**src/hdl/sha1_pkg.sv**
```systemverilog
package sha1_pkg;
   localparam int INPUT_BITS = 32;
   localparam int CNT_W = 6;

   typedef struct packed {
      logic [31:0]      bits;
      logic [CNT_W-1:0] count;
      logic             eom;
   } req_type;

   typedef enum logic [2:0] {
      ST_IDLE, ST_PACK, ST_ROUND, ST_PAD, ST_LEN, ST_EMIT
   } state_type;

   localparam logic [159:0] INIT_HASH =
      160'h67452301_efcdab89_98badcfe_10325476_c3d2e1f0;

   function automatic logic [31:0] round_k(input logic [6:0] r);
      logic [31:0] k;
      if (r < 7'd20) k = 32'h5a827999;
      else if (r < 7'd40) k = 32'h6ed9eba1;
      else if (r < 7'd60) k = 32'h8f1bbcdc;
      else k = 32'hca62c1d6;
      return k;
   endfunction

   function automatic logic [31:0] round_f(input logic [6:0] r,
                                           input logic [31:0] b, c, d);
      logic [31:0] f;
      if (r < 7'd20) f = (b & c) | (~b & d);
      else if (r < 7'd40) f = b ^ c ^ d;
      else if (r < 7'd60) f = (b & c) | (b & d) | (c & d);
      else f = b ^ c ^ d;
      return f;
   endfunction
endpackage

```
**src/hdl/sha1_req_fifo.sv**
```systemverilog
module sha1_req_fifo (
   input  logic              clock,
   input  logic              reset,
   input  logic              wr_en,
   input  sha1_pkg::req_type wr_data,
   output logic              full,
   input  logic              rd_en,
   output sha1_pkg::req_type rd_data,
   output logic              empty
);
   import sha1_pkg::*;

   req_type    mem_ff [4];
   logic [1:0] wp_ff, rp_ff;
   logic [2:0] cnt_ff;

   assign full    = (cnt_ff == 3'd4);
   assign empty   = (cnt_ff == 3'd0);
   assign rd_data = mem_ff[rp_ff];

   always_ff @(posedge clock) begin
      if (wr_en && !full) mem_ff[wp_ff] <= wr_data;
   end

   always_ff @(posedge clock) begin
      if (reset) begin
         wp_ff <= '0; rp_ff <= '0; cnt_ff <= '0;
      end else begin
         if (wr_en && !full) wp_ff <= wp_ff + 2'd1;
         if (rd_en && !empty) rp_ff <= rp_ff + 2'd1;
         cnt_ff <= cnt_ff + {2'd0, wr_en && !full} - {2'd0, rd_en && !empty};
      end
   end
endmodule

```
**src/hdl/sha1_core.sv**
```systemverilog
module sha1_core (
   input  logic              clock,
   input  logic              reset,
   input  logic              in_valid,
   input  sha1_pkg::req_type in_data,
   output logic              in_take,
   output logic              out_valid,
   output logic [31:0]       out_word,
   output logic [2:0]        out_index,
   input  logic              out_ready
);
   import sha1_pkg::*;

   state_type      st_ff, st_in;
   logic [511:0]   buf_ff, buf_in;
   logic [159:0]   h_ff, h_in;
   logic [159:0]   v_ff, v_in;
   logic [511:0]   w_ff, w_in;
   logic [63:0]    len_ff, len_in;
   logic [6:0]     rnd_ff, rnd_in;
   logic [5:0]     bit_ff, bit_in;   // bit inside current request
   logic [5:0]     n_ff, n_in;
   logic [31:0]    bits_ff, bits_in;
   logic           eom_ff, eom_in;
   logic           padb_ff, padb_in; // compress returns to pad-length step
   logic [2:0]     idx_ff, idx_in;

   logic [8:0]   pos;
   logic [31:0]  a, b, c, d, e, wn, tmp;
   logic [5:0]   nsat;

   assign pos = len_ff[8:0];
   assign {a, b, c, d, e} = v_ff;
   assign nsat = (in_data.count > 6'(INPUT_BITS)) ? 6'(INPUT_BITS) : in_data.count;

   always_comb begin
      st_in = st_ff; buf_in = buf_ff; h_in = h_ff; v_in = v_ff; w_in = w_ff;
      len_in = len_ff; rnd_in = rnd_ff; bit_in = bit_ff; n_in = n_ff;
      bits_in = bits_ff; eom_in = eom_ff; padb_in = padb_ff; idx_in = idx_ff;
      in_take = 1'b0; out_valid = 1'b0;
      out_word = h_ff[159 - 32*idx_ff -: 32]; out_index = idx_ff;
      wn = w_ff[511:480];
      if (rnd_ff >= 7'd16) begin
         wn = w_ff[447:416] ^ w_ff[255:224] ^ w_ff[95:64] ^ w_ff[511:480];
         wn = {wn[30:0], wn[31]};
      end
      tmp = {a[26:0], a[31:27]} + round_f(rnd_ff, b, c, d) + round_k(rnd_ff) + e + wn;
      unique case (st_ff)
         ST_IDLE: begin
            if (in_valid) begin
               in_take = 1'b1; bits_in = in_data.bits; n_in = nsat;
               eom_in = in_data.eom; bit_in = '0; st_in = ST_PACK;
            end
         end
         ST_PACK: begin
            // one bit per cycle; a full block starts the rounds
            if (bit_ff < n_ff) begin
               buf_in[511 - pos] = bits_ff[31 - bit_ff[4:0]];
               len_in = len_ff + 64'd1;
               bit_in = bit_ff + 6'd1;
               if (pos == 9'd511) begin
                  padb_in = 1'b0; st_in = ST_ROUND; rnd_in = '0;
                  v_in = h_ff; w_in = buf_in;
               end
            end else if (eom_ff) st_in = ST_PAD;
            else st_in = ST_IDLE;
         end
         ST_PAD: begin
            buf_in[511 - pos] = 1'b1;
            if (pos > 9'd447) begin
               padb_in = 1'b1; st_in = ST_ROUND; rnd_in = '0;
               v_in = h_ff; w_in = buf_in;
            end else st_in = ST_LEN;
         end
         ST_LEN: begin
            buf_in[63:0] = len_ff; padb_in = 1'b0; eom_in = 1'b0;
            st_in = ST_ROUND; rnd_in = '0; v_in = h_ff; w_in = buf_in;
            idx_in = 3'd7; // marks final block
         end
         ST_ROUND: begin
            v_in = {tmp, a, {b[1:0], b[31:2]}, c, d};
            w_in = {w_ff[479:0], wn};
            rnd_in = rnd_ff + 7'd1;
            if (rnd_ff == 7'd79) begin
               h_in = {h_ff[159:128] + tmp, h_ff[127:96] + a,
                       h_ff[95:64] + {b[1:0], b[31:2]}, h_ff[63:32] + c,
                       h_ff[31:0] + d};
               buf_in = '0;
               if (padb_ff) st_in = ST_LEN;
               else if (idx_ff == 3'd7) begin st_in = ST_EMIT; idx_in = '0; end
               else st_in = ST_PACK;
            end
         end
         ST_EMIT: begin
            out_valid = 1'b1;
            if (out_ready) begin
               idx_in = idx_ff + 3'd1;
               if (idx_ff == 3'd4) begin
                  st_in = ST_IDLE; h_in = INIT_HASH; len_in = '0; idx_in = '0;
               end
            end
         end
         default: st_in = ST_IDLE;
      endcase
   end

   always_ff @(posedge clock) begin
      if (reset) begin
         st_ff <= ST_IDLE; h_ff <= INIT_HASH; len_ff <= '0; buf_ff <= '0;
         idx_ff <= '0; padb_ff <= 1'b0;
      end else begin
         st_ff <= st_in; h_ff <= h_in; len_ff <= len_in; buf_ff <= buf_in;
         idx_ff <= idx_in; padb_ff <= padb_in;
      end
   end

   always_ff @(posedge clock) begin
      v_ff <= v_in; w_ff <= w_in; rnd_ff <= rnd_in; bit_ff <= bit_in;
      n_ff <= n_in; bits_ff <= bits_in; eom_ff <= eom_in;
   end
endmodule

```
**src/hdl/sha1_bit_stream_hasher_unit.sv**
```systemverilog
// SHA-1 over a bit-granular stream. Each request carries up to 32 message
// bits, MSB first, a valid count (saturated at 32) and an end-of-message
// flag. A four-entry request queue decouples the front from the hash core.
// The core packs one bit per cycle, runs 80 rounds per full block on one
// round unit, and on end of message pads, runs one or two final blocks and
// returns five digest words, H0 first, through a two-entry result queue.
// Beyond its bits, a request costs the rounds of each block it fills. End of
// message adds a pad step, an extra block of rounds when the pad bit lands
// past bit 447, a length step, the rounds of the final block and the
// hand-out of the digest words.
module sha1_bit_stream_hasher_unit (
   input  logic        clock,
   input  logic        reset,
   input  logic        push,
   output logic        full,
   input  logic [31:0] req_message_bits,
   input  logic [5:0]  req_valid_bits,
   input  logic        req_end_of_message,
   output logic        empty,
   input  logic        pop,
   output logic [31:0] rsp_digest_word,
   output logic [2:0]  rsp_word_index,
   output logic        rsp_last_word
);
   import sha1_pkg::*;

   req_type     in_req;
   req_type     q_data;
   logic        q_empty, take;
   logic        c_valid, c_ready;
   logic [31:0] c_word;
   logic [2:0]  c_idx;

   // hold results in a two-entry skid queue
   logic [34:0] rq_ff [2];
   logic        rp_ff, wp_ff;
   logic [1:0]  rc_ff;

   assign in_req = {req_message_bits, req_valid_bits, req_end_of_message};

   sha1_req_fifo u_fifo (
      .clock(clock), .reset(reset), .wr_en(push), .wr_data(in_req),
      .full(full), .rd_en(take), .rd_data(q_data), .empty(q_empty));

   sha1_core u_core (
      .clock(clock), .reset(reset), .in_valid(!q_empty), .in_data(q_data),
      .in_take(take), .out_valid(c_valid), .out_word(c_word),
      .out_index(c_idx), .out_ready(c_ready));

   assign c_ready = (rc_ff != 2'd2);
   assign empty = (rc_ff == 2'd0);
   assign {rsp_digest_word, rsp_word_index} = rq_ff[rp_ff];
   assign rsp_last_word = (rsp_word_index == 3'd4);

   always_ff @(posedge clock) begin
      if (c_valid && c_ready) rq_ff[wp_ff] <= {c_word, c_idx};
   end

   always_ff @(posedge clock) begin
      if (reset) begin
         rp_ff <= 1'b0; wp_ff <= 1'b0; rc_ff <= '0;
      end else begin
         if (c_valid && c_ready) wp_ff <= !wp_ff;
         if (pop && !empty) rp_ff <= !rp_ff;
         rc_ff <= rc_ff + {1'b0, c_valid && c_ready} - {1'b0, pop && !empty};
      end
   end

   a_idx: assert property (@(posedge clock) disable iff (reset)
      !empty |-> rsp_word_index <= 3'd4) else $error("bad word index");
   a_cnt: assert property (@(posedge clock) disable iff (reset)
      rc_ff <= 2'd2) else $error("result queue overflow");
   a_take: assert property (@(posedge clock) disable iff (reset)
      take |-> !q_empty) else $error("take from empty queue");
endmodule
```
**config.mk**
```make
export PLATFORM = sky130hd
export DESIGN_NAME = sha1_bit_stream_hasher_unit
export DESIGN_NICKNAME = d
export VERILOG_FILES = /design/src/hdl/sha1_pkg.sv /design/src/hdl/sha1_req_fifo.sv /design/src/hdl/sha1_core.sv /design/src/hdl/sha1_bit_stream_hasher_unit.sv
export SDC_FILE = /design/constraint.sdc
export NUM_CORES = 2
export LEC_CHECK = 0
export ABC_CLOCK_PERIOD_IN_PS = 39600
export BUFFER_PORTS_ARGS = -buffer_cell sky130_fd_sc_hd__buf_2
export CORE_ASPECT_RATIO = 1.5
export CORE_MARGIN = 3
export CORE_UTILIZATION = 51
export CTS_CLUSTER_DIAMETER = 80
export DETAILED_ROUTE_END_ITERATION = 8
export PLACE_DENSITY = 0.77
export SLEW_MARGIN = 40
export SYNTH_ARGS = -nofsm -noshare
export SYNTH_HDL_FRONTEND = slang
export SYNTH_SLANG_ARGS = --single-unit
```
**constraint.sdc**
```tcl
create_clock -name clock -period 39.6 [get_ports clock]
set_input_delay 7.92 -clock clock [delete_from_list [all_inputs] [get_ports clock]]
set_output_delay 7.92 -clock clock [all_outputs]
set_load 0.005 [all_outputs]
```
==> flow_metrics.tcl <==
set metrics [dict create \
    ctsResizeCount 0 \
    wirelength_um 301500 \
    grt_pass1_wl_um 457700 \
    grt_start_max_net_pins 149 \
    dr.pass1.iters 9 \
    critical_path_class "reg2out" \
    pre_cts_ws_ns 28.77 \
    vias 81333 \
    synth_warnings 0 \
    yosys-top-cells-area "edfxtp_1 31%, dfxtp_1 17%, a22oi_1 6.2%" \
    max_stage_delay_ns 0.41 \
    die_w_um 351.9 \
    fin_util_pct 56.30 \
    yosys_most_used_dff "edfxtp_1" \
    h-tree-depth 4 \
    avgRoutedWirePerCell_um 25.09 \
    hold_viol 0 \
    post-dp-hpwl_um 183500 \
    clock_latency_ns 0.87 \
    die_h_um 524.9 \
    io_buffers 80 \
    cts_tree "yes" \
    clkSinkCount 1707 \
    die-area_um2 184700 \
    synth_top_area_share_pct 31.16 \
    drtAntennaViolNets 0 \
    tns_ns 0 \
    synth.distinct_cells 88 \
    finClkSkew_ns 0.05585 \
    crit_fanout 35 \
    drive_gt1_share_pct 7.571 \
    synth.avg_cell_area_um2 9.306 \
    timing_worst_slew_pin_value_ns 0.9813 \
    synth_nets 10251 \
    drc 0 \
    hold_path_class "reg2reg" \
    ys_ff_latch 1707 \
    core-area_um2 177600 \
    rsz0062_at_grt "false" \
    cts_hold_buf 0 \
    async_flop_share_pct 0 \
    cts_buffers 170 \
    startpoint_type "flip-flop" \
    yosysTopAreaCell "edfxtp_1" \
    cap_violations 0 \
    cp.required_ns 31.68 \
    nets 9912 \
    period_minus_slack_ns 10.18 \
    crit_path_end_kind "output pin" \
    setup_viol 0 \
    cts_buffer_depth 4 \
    gp_congestion 0.9942 \
    vias_per_cell 6.768 \
    synth-seq-area-share_pct 47.72 \
    syn-cell-area_um2 91540 \
    syn_inst 9837 \
    initial_core_util_pct 51.55 \
    grt_use_total_pct 31.10 \
    io_pins 81 \
    drtIter0Drc 11300 \
    relSlewSlack_pct 34.58 \
    clkTransAtPathRegs_ns 0.06 \
    antenna_found_initial 11 \
    final.setup.worst_slack_ns 29.42 \
    status "finished, final reports clean" \
    fmax_mhz 98.22 \
    cp_cell_sequence "buf_4, mux2_2, nor3b_1, buf_2" \
    cts-root-buf "clkbuf_16" \
    worstPathArrival_ns 2.26 \
    cpMaxStageDelayCell "buf_4" \
    grt_pass1_vias 79840 \
    fin_crit_sh_pct 25.71 \
    syn_to_final_growth_pct 9.220 \
    cts_setup_buffers 0 \
    final_max_slew_viol_count 0 \
    gr-total-overflow 0 \
    row_count 189 \
    synth_edf_count 950 \
]
## stage by stage
step | cell area (um^2) | hold slack (ns) | instances
floorplan | 91540 | 0.4521 | 9837
global placement | 93420 | 0.4727 | 11684
detailed placement | 94070 | 0.4880 | 11707
CTS | 99830 | 0.4961 | 12010
global route | 99980 | 0.5170 | 12017
finish | 99980 | 0.4960 | 12018
## routing by layer
layer	GRT usage, %	up-vias	wire [um]
met5	0	-	71
met4	25.66	12	27670
met3	5.841	1330	30570
met2	50.05	5482	140100
met1	36.12	39153	103100
li1	-	35356	-
## final cells by class
cell class              instances  area, um^2
diodes                          2       5.005
clock buffers                 220        4708
clock inverters                83        1045
fillers                     14774       77610
inverters                     235       892.1
multi-input cells            7145       44520
flip-flops and latches       1707       43690
well taps                    2387        2987
repair buffers                239        2132
## worst paths after layout
check                      to              from  slack [ns]  cells after the start
min reg2reg   u_core.h_ff[32]   u_core.h_ff[32]        0.50                      2
max             rsp_last_word         flip-flop       29.42                      4
min           u_core.h_ff[32]   u_core.h_ff[32]        0.50                      2
max reg2reg  u_core.h_ff[159]  u_core.rnd_ff[6]       30.05                     32
## flip-flops by register name, summed over array words and instances (netlist names), named ones only
signal            flops
u_fifo.mem_ff       156
rp_ff                 1
u_fifo.rp_ff          2
u_core.padb_ff        1
u_core.eom_ff         1
u_core.st_ff          3
u_core.v_ff         160
u_fifo.wp_ff          2
u_core.buf_ff       512
u_core.bits_ff       32
rq_ff                70
u_core.n_ff           6
u_core.len_ff        64
wp_ff                 1
u_core.bit_ff         6
u_fifo.cnt_ff         3
u_core.w_ff         512
rc_ff                 2
u_core.h_ff         160
u_core.rnd_ff         7
u_core.out_index      3
## cell families after synthesis
group / count (synthesis) / share of synthesized area [%]
buffers and inverters: 985 / 4.072
AND/OR/NAND/NOR: 2876 / 12.85
AO/OA/AOI/OAI: 3440 / 23.51
adder cells (fa/ha/maj): 372 / 6.107
flip-flops: 1707 / 47.72
XOR/XNOR: 321 / 3.086
multiplexers: 136 / 2.663
## worst max-delay path: cells and delay by family (launching register included)
family	cells	cell delay, ns
flip-flops	1	0.31
AND/OR/NAND/NOR	1	0.18
buffers and inverters	2	0.55
multiplexers	1	0.41
## placed cells by master (no fill, tap or decap), drive strengths merged, types with 237 or more instances in the layout
cell type	synthesis	routed
ha	246	246
inv	235	237
a22oi	753	753
edfxtp	950	950
nor2	1337	1337
buf	92	239
a21oi	879	879
dfxtp	757	757
o21ai	715	715
o22ai	472	472
nand2	1123	1123
## Yosys cell counts (47+ instances only)
library cell and number:
o31ai_1 199, mux4_2 81, edfxtp_1 950, a21oi_1 878, nand3_1 71, a22oi_1 753, nor2b_1 63, ha_1 246
xnor2_1 230, nor3_1 53, dfxtp_1 757, o21ai_0 708, a211oi_1 95, and3_1 51, inv_1 234, xor2_1 90
fa_1 125, mux2_2 47, a21o_1 84, nor2_1 1337, o22ai_1 472, buf_1 68, nand2_1 1123, clkbuf_1 658
Power is not shown: default switching activity piles up to over one toggle a cycle in this logic, so the estimate is an artifact.
